## src/rtl/core/pidsc_pkg.sv

```systemverilog
// ----------------------------------------------------------------------------
// pidsc_pkg
// Shared constants and types of the speed pid controller: default widths,
// register map and register reset values.
// ----------------------------------------------------------------------------
package pidsc_pkg;

  localparam int VALUE_WIDTH_DEF = 16;
  localparam int FRAC_BITS_DEF   = 8;

  localparam int CFG_INDEX_WIDTH = 3;

  // register map
  typedef enum logic [CFG_INDEX_WIDTH-1:0] {
    REG_KP_GAIN        = 3'd0,
    REG_KI_GAIN        = 3'd1,
    REG_KD_GAIN        = 3'd2,
    REG_OUT_MIN        = 3'd3,
    REG_OUT_MAX        = 3'd4,
    REG_JUMP_THRESHOLD = 3'd5,
    REG_AUTO_MODE      = 3'd6
  } cfg_reg_t;

  // register reset values
  localparam int   KP_GAIN_RESET        = 0;
  localparam int   KI_GAIN_RESET        = 0;
  localparam int   KD_GAIN_RESET        = 0;
  localparam int   OUT_MIN_RESET        = 0;
  localparam int   OUT_MAX_RESET        = 100;
  localparam int   JUMP_THRESHOLD_RESET = 256;
  localparam logic AUTO_MODE_RESET      = 1'b1;

endpackage

```

## src/rtl/core/pid_speed_controller.sv

```systemverilog
// ----------------------------------------------------------------------------
// pid_speed_controller
// Fixed point speed pid controller with derivative on measurement, setpoint
// jump integral reset, output and integral clamping and manual bypass.
// ----------------------------------------------------------------------------
//
//  channel   direction  handshake                  payload
//  -------   ---------  -------------------------  ---------------------------
//  sample    in         sample_valid/sample_stall  measured, setpoint
//  result    out        result_valid/result_stall  drive, error_value,
//                                                  integral_value, measured_delta
//  config    in         cfg_write                  cfg_index, cfg_data
//
//  one beat per clock unless the result is stalled; input register, then result
//  register; the controller state is updated in the compute stage
//  reset clears valid flags, controller state and registers to defaults
//  sample_stall rises only while a result is held and stalled and the input
//  register is full; the block holds at most two beats in flight
//
module pid_speed_controller
  import pidsc_pkg::*;
#(
  parameter int VALUE_WIDTH = VALUE_WIDTH_DEF,
  parameter int FRAC_BITS   = FRAC_BITS_DEF
) (
  input  logic                                    clk,
  input  logic                                    rst,
  // configuration write port
  input  logic                                    cfg_write,
  input  logic [CFG_INDEX_WIDTH-1:0]              cfg_index,
  input  logic [VALUE_WIDTH-1:0]                  cfg_data,
  // sample channel
  input  logic                                    sample_valid,
  output logic                                    sample_stall,
  input  logic signed [VALUE_WIDTH-1:0]           measured,
  input  logic signed [VALUE_WIDTH-1:0]           setpoint,
  // result channel
  output logic                                    result_valid,
  input  logic                                    result_stall,
  output logic signed [VALUE_WIDTH-1:0]           drive,
  output logic signed [VALUE_WIDTH:0]             error_value,
  output logic signed [VALUE_WIDTH+FRAC_BITS-1:0] integral_value,
  output logic signed [VALUE_WIDTH:0]             measured_delta
);

  localparam int IW = VALUE_WIDTH + FRAC_BITS;

  // configuration
  logic signed [VALUE_WIDTH-1:0] kp_gain;
  logic signed [VALUE_WIDTH-1:0] ki_gain;
  logic signed [VALUE_WIDTH-1:0] kd_gain;
  logic signed [VALUE_WIDTH-1:0] out_min;
  logic signed [VALUE_WIDTH-1:0] out_max;
  logic [VALUE_WIDTH-1:0]        jump_threshold;
  logic                          auto_mode;

  // input register
  logic                          s1_valid;
  logic signed [VALUE_WIDTH-1:0] s1_measured;
  logic signed [VALUE_WIDTH-1:0] s1_setpoint;

  // controller state
  logic signed [IW-1:0]          integral_acc;
  logic signed [VALUE_WIDTH-1:0] prev_measured;
  logic signed [VALUE_WIDTH-1:0] prev_setpoint;
  logic signed [VALUE_WIDTH-1:0] prev_drive;
  logic                          was_automatic;

  // step results
  logic signed [VALUE_WIDTH-1:0] drive_next;
  logic signed [VALUE_WIDTH:0]   error_next;
  logic signed [IW-1:0]          integral_next;
  logic signed [VALUE_WIDTH:0]   delta_next;

  logic result_load;
  logic advance;
  logic sample_take;

  pidsc_cfg_regs #(.VALUE_WIDTH(VALUE_WIDTH)) u_cfg_regs (
    .clk            (clk),
    .rst            (rst),
    .cfg_write      (cfg_write),
    .cfg_index      (cfg_index),
    .cfg_data       (cfg_data),
    .kp_gain        (kp_gain),
    .ki_gain        (ki_gain),
    .kd_gain        (kd_gain),
    .out_min        (out_min),
    .out_max        (out_max),
    .jump_threshold (jump_threshold),
    .auto_mode      (auto_mode)
  );

  pidsc_step #(
    .VALUE_WIDTH (VALUE_WIDTH),
    .FRAC_BITS   (FRAC_BITS)
  ) u_step (
    .measured       (s1_measured),
    .setpoint       (s1_setpoint),
    .kp_gain        (kp_gain),
    .ki_gain        (ki_gain),
    .kd_gain        (kd_gain),
    .out_min        (out_min),
    .out_max        (out_max),
    .jump_threshold (jump_threshold),
    .auto_mode      (auto_mode),
    .integral_acc   (integral_acc),
    .prev_measured  (prev_measured),
    .prev_setpoint  (prev_setpoint),
    .prev_drive     (prev_drive),
    .was_automatic  (was_automatic),
    .drive_next     (drive_next),
    .error_next     (error_next),
    .integral_next  (integral_next),
    .delta_next     (delta_next)
  );

  // result register frees up when empty or when its beat is taken
  assign result_load  = !result_valid || !result_stall;
  assign advance      = s1_valid && result_load;
  assign sample_stall = s1_valid && !result_load;
  assign sample_take  = sample_valid && !sample_stall;

  always_ff @(posedge clk) begin
    if (rst) begin
      s1_valid      <= 1'b0;
      result_valid  <= 1'b0;
      integral_acc  <= '0;
      prev_measured <= '0;
      prev_setpoint <= '0;
      prev_drive    <= '0;
      was_automatic <= 1'b1;
    end else begin
      if (!sample_stall) begin
        s1_valid <= sample_valid;
      end
      if (result_load) begin
        result_valid <= s1_valid;
      end
      // state moves with each beat leaving the compute stage, integral and history only in automatic mode
      if (advance) begin
        was_automatic <= auto_mode;
        if (auto_mode) begin
          integral_acc  <= integral_next;
          prev_measured <= s1_measured;
          prev_setpoint <= s1_setpoint;
          prev_drive    <= drive_next;
        end
      end
    end
  end

  // payload registers
  always_ff @(posedge clk) begin
    if (sample_take) begin
      s1_measured <= measured;
      s1_setpoint <= setpoint;
    end
    if (advance) begin
      drive          <= drive_next;
      error_value    <= error_next;
      integral_value <= integral_next;
      measured_delta <= delta_next;
    end
  end

endmodule

```

## src/rtl/core/pidsc_clamp.sv

```systemverilog
// ----------------------------------------------------------------------------
// pidsc_clamp
// Signed limit stage: a value above hi becomes hi, otherwise a value below
// lo becomes lo.
// ----------------------------------------------------------------------------
module pidsc_clamp #(
  parameter int WIDTH = 16
) (
  input  logic signed [WIDTH-1:0] value_in,
  input  logic signed [WIDTH-1:0] lo,
  input  logic signed [WIDTH-1:0] hi,
  output logic signed [WIDTH-1:0] value_out
);

  always_comb begin
    if (value_in > hi) begin
      value_out = hi;
    end else if (value_in < lo) begin
      value_out = lo;
    end else begin
      value_out = value_in;
    end
  end

endmodule

```

## src/rtl/core/pidsc_cfg_regs.sv

```systemverilog
// ----------------------------------------------------------------------------
// pidsc_cfg_regs
// Configuration register file: gains, output limits, setpoint jump
// threshold and the automatic mode bit, written through a plain write port.
// ----------------------------------------------------------------------------
module pidsc_cfg_regs
  import pidsc_pkg::*;
#(
  parameter int VALUE_WIDTH = VALUE_WIDTH_DEF
) (
  input  logic                          clk,
  input  logic                          rst,
  input  logic                          cfg_write,
  input  logic [CFG_INDEX_WIDTH-1:0]    cfg_index,
  input  logic [VALUE_WIDTH-1:0]        cfg_data,
  output logic signed [VALUE_WIDTH-1:0] kp_gain,
  output logic signed [VALUE_WIDTH-1:0] ki_gain,
  output logic signed [VALUE_WIDTH-1:0] kd_gain,
  output logic signed [VALUE_WIDTH-1:0] out_min,
  output logic signed [VALUE_WIDTH-1:0] out_max,
  output logic [VALUE_WIDTH-1:0]        jump_threshold,
  output logic                          auto_mode
);

  always_ff @(posedge clk) begin
    if (rst) begin
      kp_gain        <= VALUE_WIDTH'(KP_GAIN_RESET);
      ki_gain        <= VALUE_WIDTH'(KI_GAIN_RESET);
      kd_gain        <= VALUE_WIDTH'(KD_GAIN_RESET);
      out_min        <= VALUE_WIDTH'(OUT_MIN_RESET);
      out_max        <= VALUE_WIDTH'(OUT_MAX_RESET);
      jump_threshold <= VALUE_WIDTH'(JUMP_THRESHOLD_RESET);
      auto_mode      <= AUTO_MODE_RESET;
    end else if (cfg_write) begin
      case (cfg_reg_t'(cfg_index))
        REG_KP_GAIN:        kp_gain        <= cfg_data;
        REG_KI_GAIN:        ki_gain        <= cfg_data;
        REG_KD_GAIN:        kd_gain        <= cfg_data;
        REG_OUT_MIN:        out_min        <= cfg_data;
        REG_OUT_MAX:        out_max        <= cfg_data;
        REG_JUMP_THRESHOLD: jump_threshold <= cfg_data;
        REG_AUTO_MODE:      auto_mode      <= cfg_data[0];
        default: ;
      endcase
    end
  end

endmodule

```

## src/rtl/core/pidsc_step.sv

```systemverilog
// ----------------------------------------------------------------------------
// pidsc_step
// Combinational controller step: error, integral update with jump reset and
// clamp, derivative on measurement, floored and clamped drive, manual bypass.
// ----------------------------------------------------------------------------
module pidsc_step
  import pidsc_pkg::*;
#(
  parameter int VALUE_WIDTH = VALUE_WIDTH_DEF,
  parameter int FRAC_BITS   = FRAC_BITS_DEF
) (
  // item
  input  logic signed [VALUE_WIDTH-1:0]           measured,
  input  logic signed [VALUE_WIDTH-1:0]           setpoint,
  // configuration
  input  logic signed [VALUE_WIDTH-1:0]           kp_gain,
  input  logic signed [VALUE_WIDTH-1:0]           ki_gain,
  input  logic signed [VALUE_WIDTH-1:0]           kd_gain,
  input  logic signed [VALUE_WIDTH-1:0]           out_min,
  input  logic signed [VALUE_WIDTH-1:0]           out_max,
  input  logic [VALUE_WIDTH-1:0]                  jump_threshold,
  input  logic                                    auto_mode,
  // controller state
  input  logic signed [VALUE_WIDTH+FRAC_BITS-1:0] integral_acc,
  input  logic signed [VALUE_WIDTH-1:0]           prev_measured,
  input  logic signed [VALUE_WIDTH-1:0]           prev_setpoint,
  input  logic signed [VALUE_WIDTH-1:0]           prev_drive,
  input  logic                                    was_automatic,
  // result
  output logic signed [VALUE_WIDTH-1:0]           drive_next,
  output logic signed [VALUE_WIDTH:0]             error_next,
  output logic signed [VALUE_WIDTH+FRAC_BITS-1:0] integral_next,
  output logic signed [VALUE_WIDTH:0]             delta_next
);

  localparam int EW = VALUE_WIDTH + 1;
  localparam int PW = 2 * VALUE_WIDTH + 1;
  localparam int IW = VALUE_WIDTH + FRAC_BITS;
  localparam int SW = ((PW > IW) ? PW : IW) + 2;

  logic signed [VALUE_WIDTH-1:0] prev_drive_lim;
  logic signed [IW-1:0]          integral_load;
  logic signed [IW-1:0]          integral_start;
  logic signed [VALUE_WIDTH-1:0] prev_meas_eff;
  logic signed [EW-1:0]          err;
  logic signed [EW-1:0]          jump;
  logic [EW-1:0]                 jump_mag;
  logic                          jump_big;
  logic signed [PW-1:0]          ki_prod;
  logic signed [PW-1:0]          kp_prod;
  logic signed [PW-1:0]          kd_prod;
  logic signed [SW-1:0]          acc_sum;
  logic signed [SW-1:0]          acc_lo;
  logic signed [SW-1:0]          acc_hi;
  logic signed [SW-1:0]          acc_lim;
  logic signed [IW-1:0]          integral_upd;
  logic signed [EW-1:0]          delta;
  logic signed [SW-1:0]          drive_sum;
  logic signed [SW-1:0]          drive_floor;
  logic signed [SW-1:0]          drive_lim;

  // entry into automatic mode: integral restarts from the last automatic drive, clamped
  pidsc_clamp #(.WIDTH(VALUE_WIDTH)) u_prev_clamp (
    .value_in  (prev_drive),
    .lo        (out_min),
    .hi        (out_max),
    .value_out (prev_drive_lim)
  );

  assign integral_load  = IW'(prev_drive_lim) <<< FRAC_BITS;
  assign integral_start = was_automatic ? integral_acc : integral_load;
  assign prev_meas_eff  = was_automatic ? prev_measured : '0;

  assign err      = EW'(setpoint) - EW'(measured);
  assign jump     = EW'(prev_setpoint) - EW'(setpoint);
  assign jump_mag = jump[EW-1] ? EW'(-jump) : EW'(jump);
  assign jump_big = jump_mag > {1'b0, jump_threshold};

  assign ki_prod = PW'(ki_gain) * PW'(err);
  assign acc_sum = SW'(integral_start) + SW'(ki_prod);
  assign acc_lo  = SW'(out_min) <<< FRAC_BITS;
  assign acc_hi  = SW'(out_max) <<< FRAC_BITS;

  pidsc_clamp #(.WIDTH(SW)) u_integral_clamp (
    .value_in  (acc_sum),
    .lo        (acc_lo),
    .hi        (acc_hi),
    .value_out (acc_lim)
  );

  assign integral_upd = jump_big ? '0 : IW'(acc_lim);

  // derivative on measurement
  assign delta   = EW'(measured) - EW'(prev_meas_eff);
  assign kp_prod = PW'(kp_gain) * PW'(err);
  assign kd_prod = PW'(kd_gain) * PW'(delta);

  assign drive_sum   = SW'(kp_prod) + SW'(integral_upd) - SW'(kd_prod);
  assign drive_floor = drive_sum >>> FRAC_BITS;

  pidsc_clamp #(.WIDTH(SW)) u_drive_clamp (
    .value_in  (drive_floor),
    .lo        (SW'(out_min)),
    .hi        (SW'(out_max)),
    .value_out (drive_lim)
  );

  always_comb begin
    if (auto_mode) begin
      drive_next    = VALUE_WIDTH'(drive_lim);
      error_next    = err;
      integral_next = integral_upd;
      delta_next    = delta;
    end else begin
      drive_next    = setpoint;
      error_next    = '0;
      integral_next = integral_acc;
      delta_next    = '0;
    end
  end

endmodule

```

## config.mk

```make
export PLATFORM = sky130hd
export DESIGN_NAME = pid_speed_controller
export DESIGN_NICKNAME = d
export VERILOG_FILES = /design/src/rtl/core/pidsc_pkg.sv /design/src/rtl/core/pid_speed_controller.sv /design/src/rtl/core/pidsc_clamp.sv /design/src/rtl/core/pidsc_cfg_regs.sv /design/src/rtl/core/pidsc_step.sv
export SDC_FILE = /design/constraint.sdc
export NUM_CORES = 2
export LEC_CHECK = 0
export ABC_AREA = 1
export BUFFER_PORTS_ARGS = -buffer_cell sky130_fd_sc_hd__buf_2
export CAP_MARGIN = 40
export CORE_ASPECT_RATIO = 1.5
export CORE_MARGIN = 4
export CORE_UTILIZATION = 30
export CTS_CLUSTER_SIZE = 24
export DETAILED_ROUTE_END_ITERATION = 12
export GPL_TIMING_DRIVEN = 0
export MAX_ROUTING_LAYER = met4
export PLACE_DENSITY = 0.5
export SYNTH_ARGS = -nofsm -noshare
export SYNTH_HDL_FRONTEND = slang
export SYNTH_SLANG_ARGS = --single-unit
export TNS_END_PERCENT = 10
```

## constraint.sdc

```tcl
create_clock -name clk -period 41.7 [get_ports clk]
set_input_delay 2.085 -clock clk [delete_from_list [all_inputs] [get_ports clk]]
set_output_delay 2.085 -clock clk [all_outputs]
set_load 0.005 [all_outputs]
```

* Yosys cells after proc, flatten, opt, wreduce, memory -nomap -nowiden
Index checks and enable logic that the tools add are counted.
** Storage, ports and cells
- Flip-flop bits (word level) :: 278
- Input port bits :: 56
- Logic and storage cells :: 72
** Operators by class
- Add/sub/neg operators :: 7
- Multiply operators :: 3
- $lt $le $gt $ge :: 7
- Equal/unequal tests :: 6
- Multiplexer cells :: 12
- Reductions and logical operators :: 17
** Operators by type and width (number)
- $mux W24 :: 5
- $mul A16 B17 Y33 :: 3
- $mux W16 :: 6
- $sub A16 B16 Y17 :: 3
- $sub A34 B33 Y35 :: 1
- $add A24 B33 Y34 :: 1
- $add A33 B24 Y34 :: 1
- $gt A34 B24 Y1 :: 1
- $lt A34 B24 Y1 :: 1
- $gt A27 B16 Y1 :: 1
- $lt A27 B16 Y1 :: 1
- $gt A17 B16 Y1 :: 1
- $mux W17 :: 1
- $neg A17 Y17 :: 1
- $gt A16 B16 Y1 :: 1
- $lt A16 B16 Y1 :: 1
- $reduce_and A2 Y1 :: 8
- $eq A3 B3 Y1 const B :: 3
- $eq A3 B2 Y1 const B :: 2
- $logic_not A1 Y1 :: 4
- $eq A3 B1 Y1 const B :: 1
- $logic_and A1 B1 Y1 :: 3
- $logic_not A3 Y1 :: 1
- $logic_or A1 B1 Y1 :: 1

* Longest topological paths before layout
- Depth in word-level cells :: 15
- Mapped depth :: 98

* Modules after synthesis
Synthesis repeated with hierarchy kept, for this count alone.
** Second synthesis, totals
- Cell total of the unflattened synthesis :: 7335
- Area total of the unflattened synthesis :: 56629.3 sq um
** Modules (own cells, without submodules)
- pidsc_step :: times used 1, cells each 4655, area each 37782.5 sq um, sequential area each 0.0 sq um
- pid_speed_controller :: times used 1, cells each 738, area each 7014.2 sq um, sequential area each 4684.5 sq um
- pidsc_clamp (u_step.u_drive_clamp ...) :: times used 2, cells each 573, area each 3193.1 sq um, sequential area each 0.0 sq um
- pidsc_cfg_regs :: times used 1, cells each 553, area each 3975.1 sq um, sequential area each 1941.9 sq um
- pidsc_clamp (u_step.u_prev_clamp) :: times used 1, cells each 243, area each 1471.4 sq um, sequential area each 0.0 sq um

* Least setup slack after synthesis
OpenSTA, ideal clock, no wires.
- Path kind :: flip-flop to flip-flop
- Start :: register s1_measured[1]
- End :: register drive[7], data pin
- Setup time :: 0.267 ns
- Arrival :: 15.417 ns
- Data required time :: 41.433 ns
- Slack :: 26.016 ns
- Cell stages (with the launch flop) :: 92
- Buffers on the path :: 3
- Clock period less this slack :: 15.684 ns
- Cells stage by stage :: edfxtp_1 inv_1 ha_1 nand3b_1 nand2_1 nand2_1 nand2_1 nand2_1 nand2_2 nand3_2 nand2_1 nand2_1 nand2_1 a21oi_2 o21ai_4 xor2_4 inv_4 buf_8 [56 not listed] inv_1 o221ai_1 a31oi_1 o21ai_1 nand2_1 nand2_1 xor2_1 ha_1 nand2_1 nor4_2 nand4_1 nand2_1 nand2_1 nand3_1 buf_1 nand3_1 nand2_1 o21ai_0
** Between the ends
- Longest elaborated chain between the ends :: 13
- Elaborated cells on any way between the ends :: 18
- Classes of those cells :: 5 x add/sub; 3 x mul; 4 x order compare; 6 x mux
** RTL lines
- start: declaration :: RTL line pid_speed_controller.sv:59 : logic signed [VALUE_WIDTH-1:0] s1_measured;
- start signal: assignment :: RTL line pid_speed_controller.sv:156 : s1_measured <= measured;
- $sub A16 B16 Y17 :: RTL line pidsc_step.sv:74 : assign err = EW'(setpoint) - EW'(measured);
- $mul A16 B17 Y33 :: RTL line pidsc_step.sv:79 : assign ki_prod = PW'(ki_gain) * PW'(err);
- $add A24 B33 Y34 :: RTL line pidsc_step.sv:80 : assign acc_sum = SW'(integral_start) + SW'(ki_prod);
- $lt A34 B24 Y1 :: RTL line pidsc_clamp.sv:18 : end else if (value_in < lo) begin
- $mux W24 :: RTL line pidsc_clamp.sv:18
- $mux W24 :: RTL line pidsc_clamp.sv:16 : if (value_in > hi) begin
- $mux W24 :: RTL line pidsc_step.sv:91 : assign integral_upd = jump_big ? '0 : IW'(acc_lim);
- $add A33 B24 Y34 :: RTL line pidsc_step.sv:98 : assign drive_sum = SW'(kp_prod) + SW'(integral_upd) - SW'(kd_prod);
- $sub A34 B33 Y35 * :: RTL line pidsc_step.sv:98
- $lt A27 B16 Y1 :: RTL line pidsc_clamp.sv:18
- $mux W16 :: RTL line pidsc_clamp.sv:18
- $mux W16 * :: RTL line pidsc_clamp.sv:16
- $mux W16 * :: RTL line pidsc_step.sv:109 : if (auto_mode) begin
- named net drive_next[7] :: RTL line pid_speed_controller.sv:70 : logic signed [VALUE_WIDTH-1:0] drive_next;
- end signal: assignment :: RTL line pid_speed_controller.sv:160 : drive <= drive_next;
- end: declaration :: RTL line pid_speed_controller.sv:40 : output logic signed [VALUE_WIDTH-1:0] drive,
The timed path passes the listed nets; every way through them passes the cells marked *.
A chain may end at the register's enable or synchronous reset.

* Final worst setup path
- Start :: register s1_setpoint[0]
- End :: register drive[4], data pin
** Between the ends
- Longest elaborated chain between the ends :: 13
- Elaborated cells on any way between the ends :: 20
- Classes of those cells :: 6 x add/sub; 2 x mul; 5 x order compare; 7 x mux
** RTL lines
- start: declaration :: RTL line pid_speed_controller.sv:60 : logic signed [VALUE_WIDTH-1:0] s1_setpoint;
- start signal: assignment :: RTL line pid_speed_controller.sv:157 : s1_setpoint <= setpoint;
- $sub A16 B16 Y17 :: RTL line pidsc_step.sv:74
- $mul A16 B17 Y33 :: RTL line pidsc_step.sv:79
- $add A24 B33 Y34 :: RTL line pidsc_step.sv:80
- $lt A34 B24 Y1 :: RTL line pidsc_clamp.sv:18
- $mux W24 :: RTL line pidsc_clamp.sv:18
- $mux W24 :: RTL line pidsc_clamp.sv:16
- $mux W24 :: RTL line pidsc_step.sv:91
- $add A33 B24 Y34 * :: RTL line pidsc_step.sv:98
- $sub A34 B33 Y35 * :: RTL line pidsc_step.sv:98
- $lt A27 B16 Y1 :: RTL line pidsc_clamp.sv:18
- $mux W16 :: RTL line pidsc_clamp.sv:18
- $mux W16 * :: RTL line pidsc_clamp.sv:16
- $mux W16 * :: RTL line pidsc_step.sv:109
- named net drive_next[4] :: RTL line pid_speed_controller.sv:70
Marks and branches as above.

==> reports/qor.yml <==
cts_buffers: 38
hp-class: "flip-flop to flip-flop"
m1WireLength_microns: 74700
worstSkewPairLatency_ns: 0.62
synthFlopType: "dfxtp_1"
fin_crit_sh_pct: 52.8
fin_ws_ns: 19.69
ys_seq_area_share_pct: 13.1
ant_nets: 0
slowest_delay_ns: 1.04
fp.coreArea_sq_um: 168000
dp_hpwl_microns: 177000
worstPathArrival_ns: 22.32
start_util_pct: 30.2
area_delta_synth_final_pct: 10.7
whs_ns: 0.458
max_slew_margin_pct: 37.8
crit_fanout: 11
worst_setup_path_end_kind: "flip-flop"
multi_input_area_sq_um: 37600
wirelength_microns: 201000
synth_nets: 7543
htree_levels: 2
die_w_microns: 343
dr_wl_met3_microns: 8350
fillers: 17868
cp_slowest_cell: "fa_1"
rows: 184
root_buffer: "clkbuf_16"
drive_above_1_share_pct: 5.88
setup_violations: 0
grt_max_degree: 33
drt-vias-per-instance: 4.77
fmax_mhz: 45.4
vias: 40847
hold_viol: 0
final_util_pct: 33.4
max_cap_viol_count: 0
cts_tree: "done"
grt_first_pass_wirelength_microns: 296000
crit_family: "adder cells"
crit_top_cell: "nand2_1"
gp_congestion: 0.973
synth_seq_cells: 278
cp.required_ns: 42.01
die_h_microns: 511
clock_skew_ns: 0.0440
layout_common_cells: "1,452 x inv_1, 1,055 x nand2_1, 963 x fa_1"
cts_resized: 0
status: "complete, no violations"
clockBufferDepth: 3
regArea_sq_um: 6630
ios: 132
worst-path-buf-inv: 20
grt.total_usage_pct: 23.9
tns_ns: 0
holdBufCountCts: 0
layout_commonest_cell: "inv_1"
netlist_instances: 6073
clk_pin_slew_ns: 0.06
nNetsFinal: 7753
clkSinkCount: 278
cts_setup_buffers: 0
mappedNetlistArea_sq_um: 50600
synth_edf_count: 106
drc: 0
ys_async_sr_fraction_pct: 0
die_area_sq_um: 175000
gr-total-overflow: 0
met2WireLength_microns: 103000
top_layer: "met4"
antenna_found_initial: 20
tightest_slew_ns: 0.923
criticalPathCategory: "flip-flop to flip-flop"
first_pass_iters: 5
dp_slack_ns: 19.91
wl_per_cell_microns: 23.5
ys_types: 71
cp-start-kind: "flip-flop"
first_global_vias: 44061
drv_slew: 0
syn_area_per_cell_sq_um: 8.33
drtIter0Drc: 2523
rsz0062_at_grt: "no"
io_buffers: 131
synth_warnings: 0
period_minus_slack_ns: 22.01
logic make-up (layout without fill, tap and decap cells):
family	after synthesis	count (layout)	share of synthesized area [%]
AO/OA/AOI/OAI	663	663	7.25
flip-flops	278	278	13.1
other	0	16	0
XOR/XNOR	114	114	2.06
AND/OR/NAND/NOR	1925	1925	15.7
buffers and inverters	1679	1917	12.6
adder cells (fa/ha/maj)	1414	1414	49.3
per-layer routing:
| metal | GRT usage [%] | vias to the layer above |
|---|---|---|
| met5 | - | - |
| met2 | 41.8 | 1156 |
| met1 | 26.1 | 20532 |
| met4 | 14.4 | 0 |
| met3 | 2.31 | 443 |
| li1 | - | 18716 |
per-stage QoR:
step | instance area (sq um) | std cells
after floorplan | 50600 | 6073
after global placement | 54000 | 8436
after detailed placement | 54600 | 8474
after CTS | 55900 | 8542
after global routing | 56000 | 8553
final | 56000 | 8559
cell type report:
type                            instances  area share (%)
Antenna cell                           16          0.0715
Buffer                                188            1.40
Clock buffer                           47            1.81
Clock inverter                         21           0.519
Inverter                             1491            10.0
Multi-Input combinational cell       4116            67.1
Sequential cell                       278            11.8
Tap cell                             2232            4.99
Timing Repair Buffer                  170            2.21
worst min-delay path: stages, from the launching register on:
cell	delay [ns]
dfxtp_1	0.32
nand2_1	0.05
o21ai_0	0.05
state kept, by name (all words and copies together) (netlist names):
signal,flops
integral_acc,24
integral_value,24
error_value,17
measured_delta,17
drive,16
prev_drive,16
prev_measured,16
prev_setpoint,16
s1_measured,16
s1_setpoint,16
u_cfg_regs.jump_threshold,16
u_cfg_regs.kd_gain,16
u_cfg_regs.ki_gain,16
u_cfg_regs.kp_gain,16
u_cfg_regs.out_max,16
u_cfg_regs.out_min,16
result_valid,1
s1_valid,1
u_cfg_regs.auto_mode,1
was_automatic,1
final timing paths:
path,slack [ns],depth (start not counted),end,startpoint
min,0.46,2,prev_measured[5]$_SDFFE_PP0P_,prev_measured[5]$_SDFFE_PP0P_
min reg2reg,0.46,2,prev_measured[5]$_SDFFE_PP0P_,prev_measured[5]$_SDFFE_PP0P_
max reg2reg,19.69,83,drive[4]$_DFFE_PP_,s1_setpoint[0]$_DFFE_PP_
max,19.69,83,drive[4]$_DFFE_PP_,s1_setpoint[0]$_DFFE_PP_
synthesized netlist by cell type (all sizes together) (4+ instances only):
library cell / number / area, sq um
clkinv: 16 / 61.3
nand3b: 6 / 45.0
fa: 963 / 19300
nor4: 7 / 56.3
inv: 1475 / 5540
o21ai: 255 / 1290
nand4: 39 / 244
ha: 451 / 5640
a21boi: 4 / 30.0
o21a: 7 / 52.6
buf: 38 / 220
dfxtp: 172 / 3440
nand3: 153 / 801
nor2: 606 / 2430
xor2: 67 / 621
a21o: 7 / 53.8
xnor2: 47 / 419
a31oi: 8 / 65.1
o21bai: 18 / 139
a21oi: 308 / 1560
nand2: 1070 / 4090
or2: 15 / 93.8
edfxtp: 106 / 3180
nor3: 22 / 120
o211ai: 39 / 323
clkbuf: 150 / 563
Power is not shown: default switching activity piles up to over one toggle a cycle in this logic, so the estimate is an artifact.
